File: config.mk
export PLATFORM = sky130hd
export DESIGN_NAME = dss_divider
export DESIGN_NICKNAME = d
export VERILOG_FILES = /design/src/rtl/dss_pkg.sv /design/src/rtl/dss_divider.sv
export SDC_FILE = /design/constraint.sdc
export NUM_CORES = 1
export LEC_CHECK = 0
export BUFFER_PORTS_ARGS = -buffer_cell sky130_fd_sc_hd__buf_2
export CAP_MARGIN = 25
export CORE_MARGIN = 2
export CORE_UTILIZATION = 55
export CTS_CLUSTER_SIZE = 24
export DETAILED_ROUTE_END_ITERATION = 10
export GPL_TIMING_DRIVEN = 0
export PLACE_DENSITY_LB_ADDON = 0.25
export REMOVE_ABC_BUFFERS = 1
export SLEW_MARGIN = 15
export SYNTH_ARGS = -nofsm -noshare
export SYNTH_HDL_FRONTEND = slang
export SYNTH_SLANG_ARGS = --single-unit
File: constraint.sdc
create_clock -name clock -period 3.3 [get_ports clock]
set_clock_uncertainty 0.05 [all_clocks]
set_input_delay 0 -clock clock [delete_from_list [all_inputs] [get_ports clock]]
set_output_delay 0 -clock clock [all_outputs]
set_load 0.02 [all_outputs]
File: src/rtl/dss_pkg.sv
// ----------------------------------------------------------------------------
// dss_pkg: shared types and constants for the dry spell statistics block
// Field widths of the per-pixel entry, the request opcodes and the request
// into the divider.
// ----------------------------------------------------------------------------
package dss_pkg;

   localparam int RUN_W    = 9;
   localparam int SUM_W    = 20;
   localparam int SCNT_W   = 20;
   localparam int LCNT_W   = 11;
   localparam int FRAC_W   = 8;
   localparam int AVG_W    = 17;
   localparam int DVD_W    = SUM_W + FRAC_W;
   localparam int DVS_W    = SCNT_W;
   localparam int DCNT_W   = $clog2(DVD_W + 1);

   localparam logic [AVG_W-1:0] AVG_MAX = 17'd94207;

   // Opcodes carried in req_tuser.
   localparam logic [1:0] OP_SAMPLE   = 2'd0;
   localparam logic [1:0] OP_YEAR_END = 2'd1;
   localparam logic [1:0] OP_REPORT   = 2'd2;
   localparam logic [1:0] OP_UNUSED   = 2'd3;

   // One pixel's statistics, as held in one word of the store.
   typedef struct packed {
      logic [RUN_W-1:0]  current_run;
      logic [RUN_W-1:0]  year_longest;
      logic [SUM_W-1:0]  spell_sum;
      logic [SCNT_W-1:0] spell_count;
      logic [SUM_W-1:0]  longest_sum;
      logic [LCNT_W-1:0] longest_count;
   } entry_type;

   typedef struct packed {
      logic             start;
      logic [DVD_W-1:0] dividend;
      logic [DVS_W-1:0] divisor;
   } div_req_type;

endpackage

File: src/rtl/dss_divider.sv
// ----------------------------------------------------------------------------
// dss_divider: radix-2 restoring divider
// Produces one quotient bit per cycle; busy stays high until the last bit.
// ----------------------------------------------------------------------------
module dss_divider (
   input  logic                       clock,
   input  logic                       reset,
   input  dss_pkg::div_req_type       req,
   output logic                       busy,
   output logic [dss_pkg::DVD_W-1:0]  quotient
);
   import dss_pkg::*;

   logic              busy_ff;
   logic              busy_in;
   logic [DCNT_W-1:0] cnt_ff;
   logic [DCNT_W-1:0] cnt_in;
   logic [DVS_W-1:0]  rem_ff;
   logic [DVS_W-1:0]  rem_in;
   logic [DVD_W-1:0]  quo_ff;
   logic [DVD_W-1:0]  quo_in;
   logic [DVS_W-1:0]  dvs_ff;
   logic [DVS_W-1:0]  dvs_in;
   logic [DVS_W:0]    shifted;
   logic              fits;

   always_comb begin
      shifted = {rem_ff, quo_ff[DVD_W-1]};
      fits    = shifted >= {1'b0, dvs_ff};
      busy_in = busy_ff;
      cnt_in  = cnt_ff;
      rem_in  = rem_ff;
      quo_in  = quo_ff;
      dvs_in  = dvs_ff;
      if (req.start) begin
         busy_in = 1'b1;
         cnt_in  = DCNT_W'(DVD_W);
         rem_in  = '0;
         quo_in  = req.dividend;
         dvs_in  = req.divisor;
      end else if (busy_ff) begin
         // The remainder stays below the divisor, so the difference fits.
         rem_in  = fits ? DVS_W'(shifted - {1'b0, dvs_ff}) : shifted[DVS_W-1:0];
         quo_in  = {quo_ff[DVD_W-2:0], fits};
         cnt_in  = cnt_ff - 1'b1;
         busy_in = cnt_ff != DCNT_W'(1);
      end
   end

   always_ff @(posedge clock) begin
      if (reset) begin
         busy_ff <= 1'b0;
      end else begin
         busy_ff <= busy_in;
      end
   end

   always_ff @(posedge clock) begin
      cnt_ff <= cnt_in;
      rem_ff <= rem_in;
      quo_ff <= quo_in;
      dvs_ff <= dvs_in;
   end

   assign busy     = busy_ff;
   assign quotient = quo_ff;

endmodule

==> results of run 1 <==
synth_stat cells (2+ instances only):
cell	count	share of area, %
nor3_1	6	0.72
a21boi_0	2	0.36
o21ai_1	4	0.48
or3_1	4	0.60
a311oi_2	2	0.72
inv_1	31	2.8
a211oi_1	18	3.2
a21oi_1	19	2.3
o21a_1	3	0.54
edfxtp_1	48	34
nand4_1	4	0.60
or2_2	2	0.30
a311oi_1	2	0.42
xor2_1	4	0.84
a21o_1	5	0.90
xnor2_1	13	2.7
buf_6	4	1.1
o21ai_0	11	1.3
nand2_1	18	1.6
buf_2	2	0.24
nor2_1	36	3.2
nand3_1	5	0.60
clkbuf_1	7	0.63
dfxtp_1	26	12
mux2_2	28	7.5
o31ai_1	3	0.54
mux2i_1	14	3.3
ha_1	22	6.6
o21bai_1	2	0.36
and3_1	3	0.45
nand2b_1	7	1.0
worst max path at each step:
| stage | endpoint | slack (ns) | cells after the start |
|---|---|---|---|
| detailed placement | rem_ff[16]$_SDFFE_PP0P_ | 0.47 | 11 |
| global placement | rem_ff[5]$_SDFFE_PP0P_ | 0.49 | 10 |
| finish | rem_ff[11]$_SDFFE_PP0P_ | 0.45 | 10 |
| CTS | rem_ff[16]$_SDFFE_PP0P_ | 0.43 | 11 |
| floorplan | rem_ff[16]$_SDFFE_PP0P_ | 0.60 | 11 |
| global route | rem_ff[11]$_SDFFE_PP0P_ | 0.21 | 10 |
metal layers:
layer  global-route usage (%)  part of all wire, %  vias to the layer above  wire length, µm
met3                     6.39                  5.6                       15              498
li1                         -                    -                     1654                -
met4                     6.57                  1.4                        0              126
met2                     37.5                   48                      100             4250
met5                        0                    0                        -                0
met1                     28.7                   45                     1521             4010
cell usage in the layout, fill, tap and decap left out, types with 2 or more instances in the layout:
| cell | n |
|---|---|
| mux2i_1 | 14 |
| buf_2 | 78 |
| xor2_1 | 4 |
| and3_1 | 3 |
| mux2_2 | 28 |
| a21boi_0 | 2 |
| a21o_1 | 5 |
| ha_1 | 22 |
| a311oi_1 | 2 |
| dfxtp_1 | 25 |
| clkbuf_8 | 9 |
| o21ai_0 | 11 |
| inv_1 | 31 |
| o31ai_1 | 3 |
| a311oi_2 | 2 |
| o21ai_1 | 4 |
| or2_2 | 2 |
| xnor2_1 | 13 |
| edfxtp_1 | 48 |
| nand3_1 | 5 |
| nand2_1 | 18 |
| a211oi_1 | 18 |
| nor2_1 | 36 |
| or3_1 | 4 |
| o21bai_1 | 2 |
| nor3_1 | 6 |
| dlygate4sd3_1 | 49 |
| clkbuf_1 | 2 |
| nand2b_1 | 7 |
| a21oi_1 | 19 |
| o21a_1 | 3 |
| nand4_1 | 4 |
cell families (layout without fill, tap and decap cells):
kind of cell	after synthesis	in the layout	synth area share [%]
simple gates	98	98	12.0
fa+ha+maj	23	23	7.05
compound gates	84	84	14.6
flops	74	74	46.8
mux	42	42	10.9
buf+inv	46	177	5.08
xor+xnor	17	17	3.56
where the power goes:
group	total, W	internal [W]	switching [W]
logic	0.000712	0.000328	0.000384
clock network	0.000685	0.000349	0.000336
registers	0.00114	0.00109	0.0000566
total	0.00254	0.00176	0.000777
worst max-delay path: cells and delay by family, from the launching register on:
family	cells	cell delay, ns
DFF	1	0.39
and+or+nand+nor	1	0.24
muxes	1	0.19
AOI/OAI and AO/OA	6	1.61
adders and majority gates	1	0.22
buffers and inverters	1	0.06
through the flow:
step                      setup WS [ns]  instance area (µm²)  hold slack (ns)  std cells  total power, W
after floorplan                   0.596                 4090           0.0179        369         0.00164
after global placement            0.485                 4610            0.114        547         0.00179
after detailed placement          0.473                 4660            0.104        549         0.00182
after CTS                         0.430                 5340           0.0294        614         0.00256
after global routing              0.209                 5340           0.0359        614         0.00268
final                             0.446                 5340           0.0446        614         0.00254
final cells by class:
| class | count | area [µm²] | area share (%) |
|---|---|---|---|
| multi-input cells | 264 | 2010 | 37.7 |
| repair buffers | 130 | 936 | 17.5 |
| flip-flops and latches | 74 | 1960 | 36.8 |
| clock buffers | 11 | 131 | 2.46 |
| well taps | 99 | 124 | 2.32 |
| inverters | 31 | 116 | 2.18 |
| clock inverters | 5 | 55.1 | 1.03 |
state kept, by name, summed over array words and instances, names as in the netlist:
| register | cells |
|---|---|
| quotient | 28 |
| rem_ff | 20 |
| cnt_ff | 5 |
| busy | 1 |
| dvs_ff | 20 |
timing repair:
action	CTS	global route
hold buffers	49	0
buffers inserted	0	0
endpoints found under the hold margin	49	0
==> results.yml, run 1 <==
layout:
  postLayoutCoreUtil_pct: 72.8
  fill_cells: 532
  finalNetCount: 584
  drive_above_1_share_pct: 26.4
  area_delta_synth_final_pct: 27.5
  diodes: 0
floorplanning:
  start_util_pct: 57.1
  io_pins: 80
  dieArea_um2: 8330
  fp.coreArea_um2: 7330
  die_w_um: 91.3
  rows: 31
  die_y_um: 91.3
pwr:
  worst_ir_drop_vdd_mv: 0.283
  p_per_area_nw_per_um2: 476
  p_leak_nw: 2.22
routing:
  ant_nets: 0
  vias: 3290
  viasPerCell: 5.36
  routedWlPerCell_um: 14.5
  wl_mm: 8.89
  drc: 0
  drt_first_iter_violations: 158
  dr.pass1.iters: 4
clock_network:
  cts_tree: "built"
  clk_pin_slew_worst_paths_ns: 0.08
  clk_latency_ns: 0.35
  cts_buffers: 9
  root_buffer: "clkbuf_8"
  post_cts_resized: 0
  htree_num_levels: 3
  cts_buffer_depth: 2
  clock-sinks: 74
setup_path:
  cp_slowest_cell: "o21ai_4"
  r2r_cells: 10
  path_cells: "inv_1, ha_1, and2b_1, o2111ai_1, a31o_1, o21bai_4, a211oi_4, o21ai_4, mux2i_1, a211oi_1"
  rr_startpoint: "quotient[27]$_DFFE_PP_"
  rr_endpoint: "rem_ff[11]$_SDFFE_PP0P_"
  path_class: "register to register"
  cp-end-kind: "register"
  critPathMaxStageDelay_ns: 0.58
  worstSetupStartpoint: "quotient[27]$_DFFE_PP_"
  reg2reg_slack_ns: 0.45
  critPathMaxFanout: 16
  worstPathRequired_ns: 3.50
  crit_arrival_ns: 3.06
  cp-start-kind: "register"
status:
  outcome: "finished clean"
logic_synthesis:
  ys_seq_elements: 74
  synthesis.area_um2: 4190
  yosysWarnings: 0
  syn_inst: 384
  synthDistinctLibCells: 60
  synth_edf_count: 48
  synth_async_sr_flop_share_pct: 0
  avgSynthCellArea_um2: 10.9
  ys_seq_area_share_pct: 46.8
  synth_ff_type: "edfxtp_1"
job:
  max-cap-violations: 0
timing:
  slew_headroom_pct: 51.6
  slew_viol_final: 0
  rsz0062_at_grt: "no"
  fin_crit_sh_pct: 86.5
  max_clock_freq_mhz: 350
  hold_violations: 0
  setup_viol: 0
  min_period_ns: 2.85
  finalSetupTns_ns: 0
  worst_slew_pin_slew_ns: 0.724
global_routing:
  grt_util_all_layers_pct: 22.5
  antenna_found_initial: 0
  grt_pass1_vias: 3278
  grt_overflow_total: 0
  grt_max_degree: 49
  grt_pass1_wl_mm: 15.2
placement:
  io_buffers: 79
  hpwl_mm: 5.70
  gp_congestion: 0.907
worst_hold_path:
  min_from: "req[48]"
  hold_path_class: "input pin to register"
  hold_depth: 1
  min_to: "dvs_ff[6]$_DFFE_PP_"
Note: power is estimated with default switching activity, not from simulation.
==> run 2, diff against run 1 <==
==> constraint.sdc (replaced) <==
create_clock -name clock -period 2.89 [get_ports clock]
set_clock_uncertainty 0.05 [all_clocks]
set_input_delay 0 -clock clock [delete_from_list [all_inputs] [get_ports clock]]
set_output_delay 0 -clock clock [all_outputs]
set_load 0.02 [all_outputs]
==> run 2 against run 1 <==
Net effect: highest routed layer unchanged; worst hold slack better by 0.0023 ns; count of clock-buffer cells in the layout unchanged; via count down 0.24%; global-route usage unchanged; largest power group unchanged; clock power up 14%; largest cell class unchanged; utilization up 0.46 points.
==> results.yml, run 2 (same netlist as run 1, synthesis figures left out) <==
setup_path:
  path_class: "register to register"
  cp-end-kind: "register"
  r2r_cells: 11
  cp-start-kind: "register"
  critPathMaxFanout: 3
  rr_endpoint: "rem_ff[16]$_SDFFE_PP0P_"
  worstPathRequired_ns: 3.10
  crit_arrival_ns: 2.87
  reg2reg_slack_ns: 0.22
  worstSetupStartpoint: "quotient[27]$_DFFE_PP_"
  rr_startpoint: "quotient[27]$_DFFE_PP_"
timing:
  rsz0062_at_grt: "no"
  hold_violations: 0
  finalSetupTns_ns: 0
  min_period_ns: 2.67
  worst_slew_pin_slew_ns: 0.669
  hold_ws_ns: 0.0470
  slew_viol_final: 0
  slew_headroom_pct: 55.4
  max_clock_freq_mhz: 375
  setup_viol: 0
  setup_ws_ns: 0.223
  fin_crit_sh_pct: 92.3
routing:
  viasPerCell: 5.34
  wl_mm: 8.88
  dr.pass1.iters: 4
  drc: 0
  drt_first_iter_violations: 146
  routedWlPerCell_um: 14.4
  ant_nets: 0
  vias: 3282
worst_hold_path:
  hold_path_class: "input pin to register"
  hold_depth: 1
  min_from: "req[48]"
  min_to: "dvs_ff[0]$_DFFE_PP_"
clock_network:
  cts_buffer_depth: 2
  clock-sinks: 74
  cts_tree: "built"
  cts_buffers: 9
  clk_latency_ns: 0.35
  root_buffer: "clkbuf_8"
  htree_num_levels: 3
  clk_pin_slew_worst_paths_ns: 0.07
pwr:
  p_clk_share_pct: 26.8
  p_seq_share_pct: 44.8
  p_comb_share_pct: 28.4
  p_per_area_nw_per_um2: 542
  internal_power_w: 0.00202
  worst_ir_drop_vdd_mv: 0.323
  switching_power_w: 0.000890
  switching_share_pct: 30.5
  p_leak_nw: 2.23
global_routing:
  grt_pass1_vias: 3278
  grt_util_all_layers_pct: 22.5
  grt_pass1_wl_mm: 15.2
  antenna_found_initial: 0
  grt_max_degree: 49
  grt_overflow_total: 0
floorplanning:
  dieArea_um2: 8330
  start_util_pct: 57.1
  die_w_um: 91.3
  fp.coreArea_um2: 7330
  io_pins: 80
  die_y_um: 91.3
  rows: 31
layout:
  drive_above_1_share_pct: 27.3
  final_common_cell: "buf_2"
  area_delta_synth_final_pct: 28.3
  fill_cells: 531
  largest_reg_flops: 28
  diodes: 0
  final_cell_mix: "78 x buf_2, 49 x dlygate4sd3_1, 48 x edfxtp_1"
  finalNetCount: 585
status:
  outcome: "finished clean"
job:
  max-cap-violations: 0
placement:
  hpwl_mm: 5.70
  dpl_worst_slack_ns: 0.0628
  io_buffers: 79
  gp_congestion: 0.907
==> run 2: worst max-delay path: stages (launching register included) <==
cell and delay [ns]:
edfxtp_1 0.38, inv_1 0.06, ha_1 0.22, fa_2 0.36, nand2b_1 0.18, a21oi_2 0.20
o21ai_2 0.11, a21o_1 0.22, a21boi_2 0.15, nor3_1 0.05, or3b_1 0.37, a311oi_2 0.23
==> run 2: routing by layer <==
layer	track usage, %	vias to the layer above	routed length [µm]
met2	37.5	93	4300
met4	6.57	0	122
met5	0	-	0
met1	28.7	1516	4000
met3	6.39	15	465
li1	-	1658	-
==> run 2: area by class of cell <==
type	instances	area [µm²]	area share (%)
repair buffers	131	956	17.8
flip-flops and latches	74	1960	36.5
multi-input cells	264	2030	37.7
inverters	31	116	2.17
clock inverters	5	55.1	1.02
clock buffers	11	131	2.45
well taps	99	124	2.31
==> run 2: power groups by stage <==
| stage | registers [W] | logic, W | clock network, W |
|---|---|---|---|
| floorplan | 0.00137 | 0.000495 | 0 |
| global placement | 0.00133 | 0.000721 | 0 |
| detailed placement | 0.00133 | 0.000755 | 0 |
| CTS | 0.00130 | 0.000810 | 0.000805 |
| global route | 0.00132 | 0.000919 | 0.000843 |
| finish | 0.00130 | 0.000829 | 0.000781 |
==> run 2: timing repair <==
item / 4_1_cts / 5_1_grt
endpoints found under the setup margin: 0 / 16
setup buffers: 0 / 1
gates resized for setup: 0 / 5
endpoints found under the hold margin: 49 / 0
hold buffers: 49 / 0
==> run 2: through the flow <==
stage | util, % | power, W | area, µm² | cells
2_1_floorplan | - | 0.00187 | 4090 | 369
3_3_place_gp | 62.9 | 0.00205 | 4610 | 547
3_5_place_dp | 63.6 | 0.00208 | 4660 | 549
4_1_cts | 72.8 | 0.00292 | 5340 | 614
5_1_grt | 73.3 | 0.00308 | 5370 | 615
6_report | 73.3 | 0.00291 | 5370 | 615
==> run 2: worst max-delay path by stage <==
stage                                    endpoint  slack (ns)  cells after the start
final                     rem_ff[16]$_SDFFE_PP0P_        0.22                     11
after global routing      rem_ff[16]$_SDFFE_PP0P_        0.05                     11
after CTS                 rem_ff[16]$_SDFFE_PP0P_        0.02                     11
after detailed placement  rem_ff[16]$_SDFFE_PP0P_        0.06                     11
after global placement     rem_ff[5]$_SDFFE_PP0P_        0.08                     10
after floorplan           rem_ff[16]$_SDFFE_PP0P_        0.19                     11
